[config.mk]
export PLATFORM = sky130hd
export DESIGN_NAME = wls_fifo
export DESIGN_NICKNAME = d
export VERILOG_FILES = /design/src/hdl/wls_pkg.sv /design/src/hdl/wls_fifo.sv
export SDC_FILE = /design/constraint.sdc
export NUM_CORES = 1
export LEC_CHECK = 0
export BUFFER_PORTS_ARGS = -buffer_cell sky130_fd_sc_hd__buf_2
export CORE_ASPECT_RATIO = 1.4
export CORE_UTILIZATION = 50
export DETAILED_ROUTE_END_ITERATION = 7
export GPL_ROUTABILITY_DRIVEN = 0
export PLACE_DENSITY = 0.71
export RECOVER_POWER = 50
export SYNTH_ARGS = -nofsm -noshare
export SYNTH_HDL_FRONTEND = slang
export SYNTH_SLANG_ARGS = --single-unit
[constraint.sdc]
create_clock -name i_clk -period 8.5 [get_ports i_clk]
set_input_delay 1.7 -clock i_clk [delete_from_list [all_inputs] [get_ports i_clk]]
set_output_delay 1.7 -clock i_clk [all_outputs]
set_load 0.02 [all_outputs]
[src/hdl/wls_pkg.sv]
// Shared types and constants of the weighted Laplacian stencil unit.
package wls_pkg;

    localparam int WEIGHT_W      = 16;
    localparam int RESULT_W      = 36;
    localparam int TAG_W         = 10;
    localparam int CFG_DATA_W    = 11;
    localparam int CFG_IDX_W     = 2;
    localparam int CFG_RESET_DIM = 1024;
    localparam int FIFO_DEPTH    = 4;
    localparam int OUT_TDATA_W   = ((RESULT_W + 2 * TAG_W + 7) / 8) * 8;

    localparam logic [CFG_IDX_W-1:0] REG_FRAME_WIDTH  = 2'd0;
    localparam logic [CFG_IDX_W-1:0] REG_FRAME_HEIGHT = 2'd1;

    // Control half of one stencil task: which terms apply and where it sits.
    typedef struct packed {
        logic             en_right;
        logic             en_left;
        logic             en_down;
        logic             en_up;
        logic [TAG_W-1:0] row;
        logic [TAG_W-1:0] col;
        logic             done;
    } t_task_ctl;

endpackage

[src/hdl/wls_fifo.sv]
// Short task queue between the front end and the arithmetic back end.
module wls_fifo import wls_pkg::*; #(
    parameter int DATA_W = 128
) (
    input  logic              i_clk,
    input  logic              i_rst_n,
    input  logic              i_push,
    input  t_task_ctl         i_push_ctl,
    input  logic [DATA_W-1:0] i_push_data,
    output logic              o_full,
    input  logic              i_pop,
    output logic              o_empty,
    output t_task_ctl         o_pop_ctl,
    output logic [DATA_W-1:0] o_pop_data
);

    localparam int PTR_W = $clog2(FIFO_DEPTH);
    localparam int CNT_W = $clog2(FIFO_DEPTH + 1);

    t_task_ctl         r_ctl_q  [FIFO_DEPTH];
    logic [DATA_W-1:0] r_data_q [FIFO_DEPTH];
    logic [PTR_W-1:0]  r_wr_ptr;
    logic [PTR_W-1:0]  r_rd_ptr;
    logic [CNT_W-1:0]  r_count;
    logic              do_push;
    logic              do_pop;

    assign o_full     = (r_count == CNT_W'(FIFO_DEPTH));
    assign o_empty    = (r_count == '0);
    assign do_push    = i_push && !o_full;
    assign do_pop     = i_pop && !o_empty;
    assign o_pop_ctl  = r_ctl_q[r_rd_ptr];
    assign o_pop_data = r_data_q[r_rd_ptr];

    always_ff @(posedge i_clk) begin
        if (do_push) begin
            r_ctl_q[r_wr_ptr]  <= i_push_ctl;
            r_data_q[r_wr_ptr] <= i_push_data;
        end
    end

    always_ff @(posedge i_clk) begin
        if (!i_rst_n) begin
            r_wr_ptr <= '0;
            r_rd_ptr <= '0;
            r_count  <= '0;
        end else begin
            if (do_push) begin
                r_wr_ptr <= r_wr_ptr + 1'b1;
            end
            if (do_pop) begin
                r_rd_ptr <= r_rd_ptr + 1'b1;
            end
            r_count <= r_count + CNT_W'(do_push) - CNT_W'(do_pop);
        end
    end

    a_count_bound: assert property (@(posedge i_clk) disable iff (!i_rst_n)
        r_count <= CNT_W'(FIFO_DEPTH))
        else $error("task queue overfilled");

    a_count_push: assert property (@(posedge i_clk) disable iff (!i_rst_n)
        (do_push && !do_pop) |=> (r_count == $past(r_count) + 1'b1))
        else $error("task queue lost a request");

endmodule

==> out/metrics.cfg <==
[outcome]
status = complete, but fails checks
violations = max-capacitance violations, max-slew violations

[routing]
dr.pass1.iters = 5
first_iter_violations = 690
drcViolationCount = 0
via_per_inst = 5.52
vias = 9955
drt_wl_total_um = 43500
postRouteAntennaNets = 0
drt-wirelength-per-cell_um = 24.1

[timing]
setup_ws_ns = 2.47
setup_tns_ns = 0
fin_crit_ns = 6.03
tightest_slew_ns = 3.92
rsz0062_at_grt = false
clock.fmax_ghz = 0.166
relSlewSlack_pct = -161
hold_viol = 0
finalCritPeriodShare_pct = 71.0
setup_violations = 0
clock-skew-final_ns = 0.0211
slew_violations = 145

[final_layout]
layout_common_cells = 612 x edfxtp_1, 161 x clkbuf_1, 156 x buf_2, 153 x mux4_2, 55 x clkbuf_16
fin_cells = 1803
nets = 1357
final_common_cell = edfxtp_1
drive_gt1_share_pct = 32.8
area_growth_pct = 17.0

[pwr]
ir_worst_vdd_mv = 0.225
cellPowerDensity_mw_per_mm2 = 310
power.leakage_nw = 8.38

[place]
place_ws_ns = 4.01
hpwl_um = 25900
io_buffers = 311
placed_cells = 1694

[grt]
antenna_found_initial = 13
grt_usage_pct = 18.9
grt_pass1_wl_um = 63900
overflow = 0
grt_pass1_vias = 10500
grt_max_degree = 110

[synthesis]
postSynthAreaPerCell_um2 = 26.5
synth_ff_type = edfxtp_1
ys_warn_count = 0
async_flop_share_pct = 0
synth_cell_types = 21
synth_nets = 1014
syn_area_mm2 = 0.0225
syn_inst = 850
yosysSeqAreaShare_pct = 82.4
synth-seq-cells = 621
synth_edf_count = 612

[clock_tree]
clock_latency_ns = 0.58
cts.sinks = 621
cts_resized = 0
numCtsBuffers = 55
clk_path_buf_depth = 3
post_cts_buffers = 0
cts.clk_slew.worst_paths_ns = 0.06
cts_tree = built
cts.htree.levels = 2
postCtsHoldBufs = 0
root_buffer = clkbuf_16

[flow_run]
drv_cap = 3

[hold_path]
hold_class = reg2reg

[worst_setup_path]
critPathKind = in2reg
start_kind = primary input
critPathMaxFanout = 55
cp-end-kind = flip-flop
worstPathRequired_ns = 8.69
crit_arrival_ns = 6.23

[die]
die_w_um = 181
dieArea_mm2 = 0.0459
coreArea_mm2 = 0.0443
start_util_pct = 50.8
pin_count = 312
dieHeight_um = 253
rows = 91

-- critical path: stages --
cell and delay, ns:
buf_2 0.07, nor2b_1 0.45, and2_0 2.88, buf_4 1.01
-- synth_stat cells, types with 2 or more instances --
master / count / area (um2)
ha_1: 6 / 75.1
buf_2: 17 / 85.1
o21ai_0: 3 / 15.0
nand2_1: 6 / 22.5
dfxtp_1: 9 / 180
nor2b_1: 2 / 12.5
clkbuf_1: 8 / 30.0
mux2i_1: 2 / 20.0
and2_1: 7 / 43.8
edfxtp_1: 612 / 18400
xnor2_1: 2 / 17.5
buf_1: 2 / 7.51
buf_6: 9 / 101
inv_1: 6 / 22.5
mux4_2: 153 / 3450
-- cell type report --
type                    count  area (um2)
flip-flops and latches    621       18600
fillers                  3161       18000
multi-input cells         187        3710
repair buffers            322        1460
clock buffers              61        1400
well taps                 558         698
clock inverters            41         464
inverters                   6        22.5
diodes                      7        17.5
-- cells by family after synthesis --
kind of cell               Yosys count  synth area share (%)
adders and majority gates            7                 0.422
muxes                              155                  15.4
buffers and inverters               42                  1.09
DFF                                621                  82.4
AOI/OAI and AO/OA                    4                 0.100
xor gates and xnor gates             2                0.0778
and+or+nand+nor                     19                 0.483
-- power by group --
part | internal [mW] | total (mW) | switching (mW)
registers | 3.72 | 3.85 | 0.122
logic | 0.714 | 1.77 | 1.06
clock network | 1.49 | 2.54 | 1.05
total | 5.93 | 8.16 | 2.23
-- stage by stage --
| step | hold slack [ns] | util (%) | total power, mW | instance area (um2) |
|---|---|---|---|---|
| final | 0.500 | 59.5 | 8.16 | 26300 |
| after global routing | 0.531 | 59.5 | 8.46 | 26300 |
| after detailed placement | 0.492 | 55.7 | 5.73 | 24700 |
| after global placement | 0.470 | 55.7 | 5.71 | 24700 |
| after CTS | 0.505 | 59.9 | 8.27 | 26500 |
| after floorplan | 0.461 | - | 5.16 | 22500 |
-- registers in the layout, indices dropped and copies added (netlist names), named ones only --
register and cells:
r_rd_ptr 2, r_ctl_q 100, r_count 3, r_wr_ptr 2, r_data_q 512
-- layer usage --
layer	vias to the layer above	wire, um	track usage (%)
met1	5174	16600	23.3
met5	-	78	0
li1	4368	-	-
met2	315	22500	31.7
met3	84	2960	4.95
met4	14	1350	7.77
-- worst paths after layout --
kind	startpoint	endpoint	slack (ns)	depth (start not counted)
worst max-delay path	i_push	r_data_q[3][109]	2.47	4
worst min-delay path	r_rd_ptr[0]	flip-flop	0.50	2
worst max register to register	r_count[2]	r_data_q[3][109]	3.19	4
worst min register to register	r_rd_ptr[0]	flip-flop	0.50	2
No activity file was read; power rests on OpenSTA's default activity.
