<file path="src/hdl/wls_pkg.sv">
// Shared types and constants of the weighted Laplacian stencil unit.
package wls_pkg;

    localparam int WEIGHT_W      = 16;
    localparam int RESULT_W      = 36;
    localparam int TAG_W         = 10;
    localparam int CFG_DATA_W    = 11;
    localparam int CFG_IDX_W     = 2;
    localparam int CFG_RESET_DIM = 1024;
    localparam int FIFO_DEPTH    = 4;
    localparam int OUT_TDATA_W   = ((RESULT_W + 2 * TAG_W + 7) / 8) * 8;

    localparam logic [CFG_IDX_W-1:0] REG_FRAME_WIDTH  = 2'd0;
    localparam logic [CFG_IDX_W-1:0] REG_FRAME_HEIGHT = 2'd1;

    // Control half of one stencil task: which terms apply and where it sits.
    typedef struct packed {
        logic             en_right;
        logic             en_left;
        logic             en_down;
        logic             en_up;
        logic [TAG_W-1:0] row;
        logic [TAG_W-1:0] col;
        logic             done;
    } t_task_ctl;

endpackage

</file>
<file path="src/hdl/wls_back.sv">
// Back end: differences, four weighted products and the exact sum.
module wls_back import wls_pkg::*; #(
    parameter int SAMPLE_BITS = 16
) (
    input  logic                                i_clk,
    input  logic                                i_rst_n,
    input  logic                                i_task_valid,
    output logic                                o_task_pop,
    input  t_task_ctl                           i_task_ctl,
    input  logic [5*SAMPLE_BITS+3*WEIGHT_W-1:0] i_task_opnd,
    output logic                                o_res_valid,
    input  logic                                i_res_ready,
    output logic [RESULT_W-1:0]                 o_result,
    output logic [TAG_W-1:0]                    o_row,
    output logic [TAG_W-1:0]                    o_col,
    output logic                                o_done
);

    localparam int DIFF_W = SAMPLE_BITS + 1;
    localparam int PROD_W = DIFF_W + WEIGHT_W + 1;
    localparam int ACC_W  = PROD_W + 2;

    logic signed [SAMPLE_BITS-1:0] c_s, r_s, l_s, d_s, u_s;
    logic [WEIGHT_W-1:0]           c_w, l_w, u_w;
    logic                          en;

    logic                     r_s1_valid;
    t_task_ctl                r_s1_ctl;
    logic signed [DIFF_W-1:0] r_dr, r_dl, r_dd, r_du;
    logic [WEIGHT_W-1:0]      r_s1_cw, r_s1_lw, r_s1_uw;

    logic                     r_s2_valid;
    t_task_ctl                r_s2_ctl;
    logic signed [PROD_W-1:0] r_pr, r_pl, r_pd, r_pu;

    logic                     r_s3_valid;
    logic [RESULT_W-1:0]      r_s3_result;
    logic [TAG_W-1:0]         r_s3_row;
    logic [TAG_W-1:0]         r_s3_col;
    logic                     r_s3_done;

    logic signed [ACC_W-1:0]  acc;

    assign {u_w, l_w, c_w, u_s, d_s, l_s, r_s, c_s} = i_task_opnd;

    // The whole pipe moves together whenever the output register can move.
    assign en         = !r_s3_valid || i_res_ready;
    assign o_task_pop = en && i_task_valid;

    always_ff @(posedge i_clk) begin
        if (!i_rst_n) begin
            r_s1_valid <= 1'b0;
            r_s2_valid <= 1'b0;
            r_s3_valid <= 1'b0;
        end else if (en) begin
            r_s1_valid <= i_task_valid;
            r_s2_valid <= r_s1_valid;
            r_s3_valid <= r_s2_valid;
        end
    end

    always_ff @(posedge i_clk) begin
        if (en) begin
            r_s1_ctl <= i_task_ctl;
            r_dr     <= DIFF_W'(r_s) - DIFF_W'(c_s);
            r_dl     <= DIFF_W'(c_s) - DIFF_W'(l_s);
            r_dd     <= DIFF_W'(d_s) - DIFF_W'(c_s);
            r_du     <= DIFF_W'(c_s) - DIFF_W'(u_s);
            r_s1_cw  <= c_w;
            r_s1_lw  <= l_w;
            r_s1_uw  <= u_w;
        end
    end

    // The zero arm is kept signed so the products stay signed multiplies.
    always_ff @(posedge i_clk) begin
        if (en) begin
            r_s2_ctl <= r_s1_ctl;
            r_pr <= r_s1_ctl.en_right ? r_dr * $signed({1'b0, r_s1_cw}) : PROD_W'(0);
            r_pl <= r_s1_ctl.en_left  ? r_dl * $signed({1'b0, r_s1_lw}) : PROD_W'(0);
            r_pd <= r_s1_ctl.en_down  ? r_dd * $signed({1'b0, r_s1_cw}) : PROD_W'(0);
            r_pu <= r_s1_ctl.en_up    ? r_du * $signed({1'b0, r_s1_uw}) : PROD_W'(0);
        end
    end

    assign acc = ACC_W'(r_pl) + ACC_W'(r_pu) - ACC_W'(r_pr) - ACC_W'(r_pd);

    always_ff @(posedge i_clk) begin
        if (en) begin
            r_s3_result <= RESULT_W'(acc);
            r_s3_row    <= r_s2_ctl.row;
            r_s3_col    <= r_s2_ctl.col;
            r_s3_done   <= r_s2_ctl.done;
        end
    end

    assign o_res_valid = r_s3_valid;
    assign o_result    = r_s3_result;
    assign o_row       = r_s3_row;
    assign o_col       = r_s3_col;
    assign o_done      = r_s3_done;

    a_stage_advance: assert property (@(posedge i_clk) disable iff (!i_rst_n)
        (en && r_s2_valid) |=> r_s3_valid)
        else $error("product stage dropped a request");

    a_stall_holds: assert property (@(posedge i_clk) disable iff (!i_rst_n)
        !en |=> ($stable(r_s1_valid) && $stable(r_s2_valid)))
        else $error("pipeline moved during output stall");

endmodule

</file>
<file path="config.mk">
export PLATFORM = sky130hd
export DESIGN_NAME = wls_back
export DESIGN_NICKNAME = d
export VERILOG_FILES = /design/src/hdl/wls_pkg.sv /design/src/hdl/wls_back.sv
export SDC_FILE = /design/constraint.sdc
export NUM_CORES = 2
export LEC_CHECK = 0
export CAP_MARGIN = 40
export CORE_ASPECT_RATIO = 1.5
export CORE_MARGIN = 1
export CORE_UTILIZATION = 35
export DETAILED_ROUTE_END_ITERATION = 16
export DONT_BUFFER_PORTS = 1
export PLACE_DENSITY = 0.47
export SLEW_MARGIN = 10
export SYNTH_ARGS = -nofsm -noshare
export SYNTH_HDL_FRONTEND = slang
export SYNTH_SLANG_ARGS = --single-unit
</file>
<file path="constraint.sdc">
create_clock -name i_clk -period 26.7 [get_ports i_clk]
set_clock_uncertainty 0.2 [all_clocks]
set_input_delay 2.67 -clock i_clk [delete_from_list [all_inputs] [get_ports i_clk]]
set_output_delay 2.67 -clock i_clk [all_outputs]
set_load 0.005 [all_outputs]
</file>
==> impl_results.md <==
- Status: completed
- Worst slew pin tran: 0.953 ns
- CTS tree: yes
- Synth Area in Compound Gates: 5.03%
- Seq/Total Area, Yosys: 18.0%
- Synth Register Bits: 358
- # rows: 184
- Total CTS buffers: 46
- CP Buf/Inv Count: 4
- Family with the most delay on the worst path: adder cells
- Setup_tns: 0 ns
- Max stage delay on crit path: 0.79 ns
- Avg Cell Area, Syn: 9.83 um^2
- Largest family of logic cells by synthesized area: adder cells
- Synth cell types: 74
- Nets: 7749
- Critical-path top delay cell: edfxtp_1
- Crit-path cells: buf_4 -> nand2_1 -> fa_1 -> fa_1 -> inv_1 -> fa_1 -> fa_1 -> fa_1 -> inv_1 -> fa_1 -> inv_1 -> ha_1 -> nand4_1 -> nor2_1 -> o2bb2ai_1 -> a211oi_1 -> o31ai_1 -> nand3_1 -> o41ai_1 -> o31ai_1 -> xnor2_1 -> and2_1
- Post-Synth Simple-Gate Area: 13.0%
- Crit path kind: reg2reg
- Area leader, netlist: fa_1
- Post-route design area: 63600 um^2
- WL per Instance: 19.6 um
- RSZ-0062 raised after global routing: no
- Startpoint types: register
- Core area: 168000 um^2
- Top cells by count, synth: inv_1 (1634), fa_1 (1189), nand2_1 (731)
- Synth Cell Area: 59500 um^2
- Initial Util: 35.4%
- Vias in the first global route: 44100
- Antenna violations before repair: 8
- Hold Buf Count CTS: 0
- Synth Area in Adders: 49.5%
- Root buf cell: clkbuf_16
- Maximum clock frequency: 128 MHz
- Slew HR: 36.5%
- First-pass GRT wire length: 257 mm
- Die area: 172000 um^2
- Vias: 39100
- GRT overflow: 0
- Placed wire-length estimate: 134 mm
- Drt pass-1 iters: 5
- Main flop type after synthesis: edfxtp_1
- Slew Limit Fails: 0
- Most frequent cell after synthesis: inv_1
- Largest net degree at the start of global routing: 139
- Share of layout cells above drive strength 1: 2.15%
- CTS clock-pin slew for the worst setup and hold paths: 0.07 ns
- Ports: 216
- Clock sinks: 358
- Post-DRT Antenna Nets: 0
- Die W: 339 um
- Hold Crit Class: reg2reg
- Initial DRC Count: 1580
- Post-layout minimum cycle time: 7.83 ns
- Critical Path RT: 26.90 ns
- Most numerous cell on the critical path: fa_1
- Ys async rst share: 0%
- Crit path max fanout: 19
- Final setup margin: 18.87 ns
- DP Area: 62000 um^2
- Xor and xnor area share after synthesis: 2.92%
- Area share of the largest cell type after synthesis: 40.0%
- Post-synthesis mux area share: 0.0505%
- Die Y-Extent: 507 um
- Routed vias/inst: 4.75
- Ys Warns: 0
- Htree depth: 2
- Hold WS: 0.214 ns
- I/O Buffers: 0
- Tot GR Track Use: 19.7%
- Routed WL: 161 mm
- Synth area leaders: fa_1 (40%), edfxtp_1 (18%), inv_1 (10%)
- Postcts setup bufs: 0
- Max-Cap Viols: 0
- Worst EP arrival: 8.03 ns
- Fill cells: 17000
- Clk_lat worst skew: 0.70 ns
- Fin crit share: 29.3%
- Final GP Congestion: 0.847
- Pre-CTS setup slack: 18.89 ns
- Synth Net Count: 7846
- Post-synth EDFFs: 355
- Area growth syn-to-layout: 7.03%
- Crit path capture type: register
- Final Setup Violations: 0
- Mapped Cells: 6052
- PostCTS Resize Cnt: 0
- Clock Tree Buf Depth: 3
- Final hold vios: 0
- Residual DRC: 0
==> per-layer routing <==
metal	part of all wire [%]	track usage, %	wire [um]	vias to the layer above
li1	-	-	-	17800
met3	3.6	2.59	5790	235
met5	0.048	0	77	-
met4	4.5	7.76	7220	12
met1	39	22.7	63000	20400
met2	53	36.5	85300	621
==> state kept, by name, summed over array words and instances (netlist names), 10 cells and up <==
name,flops
r_s1_uw,16
r_pl,34
o_col,10
o_row,10
r_s1_cw,16
r_dl,17
r_pr,34
r_s1_lw,16
r_du,17
r_s2_ctl,21
r_s1_ctl,25
o_result,36
r_pd,34
r_dd,17
r_dr,17
r_pu,34
==> layout by cell type, fill, tap and decap left out, drive strengths merged, types with 7 or more instances in the layout <==
cell type / synthesis / layout
clkinv: 1 / 15
ha: 448 / 448
nor2b: 35 / 35
nor2: 129 / 129
and3: 20 / 20
or3: 14 / 14
nand3: 37 / 37
a31oi: 11 / 11
a21o: 69 / 69
a21boi: 18 / 18
a21oi: 134 / 134
fa: 1189 / 1189
inv: 1634 / 1644
o21ai: 84 / 84
a211oi: 13 / 13
o21a: 18 / 18
nor3: 27 / 27
o31ai: 11 / 11
clkbuf: 182 / 52
xnor2: 145 / 145
nand2b: 23 / 23
and2: 531 / 531
o21bai: 21 / 21
nand4: 15 / 15
buf: 0 / 37
edfxtp: 355 / 355
xor2: 53 / 53
o211ai: 7 / 7
nand2: 731 / 731
==> layout make-up <==
cell class | instances | area, um^2 | area share, %
tap | 2232 | 2790 | 4.39
antenna | 5 | 12.5 | 0.0197
clock buffer | 52 | 1170 | 1.84
clock inverter | 34 | 427 | 0.670
inverter | 1635 | 6140 | 9.64
multi-input combinational | 3877 | 41900 | 65.9
sequential | 358 | 10700 | 16.8
timing repair buffer | 37 | 450 | 0.708
==> through the flow <==
step           utilization (%)  cells
6_report                  37.9   8230
5_1_grt                   37.9   8226
4_1_cts                   37.8   8224
3_5_place_dp              36.9   8138
3_3_place_gp              36.8   8127
2_1_floorplan                -   6052
==> final timing paths <==
kind	start	to	slack, ns	cells past startpoint
setup / recovery	r_s1_cw[2]	r_pd[33]	18.87	22
hold / removal	r_s1_ctl[3]	r_s2_ctl[3]	0.21	0
setup reg to reg	r_s1_cw[2]	r_pd[33]	18.87	22
hold reg to reg	r_s1_ctl[3]	r_s2_ctl[3]	0.21	0
==> logic make-up after synthesis <==
| family | count (synthesis) |
|---|---|
| buf+inv | 1817 |
| fa+ha+maj | 1637 |
| simple gates | 1590 |
| compound gates | 449 |
| flops | 358 |
| xor+xnor | 198 |
| mux | 3 |
Power is left out: the tool's default activity adds up to more than one toggle a clock period on the data nets, which glitch-free logic cannot reach.
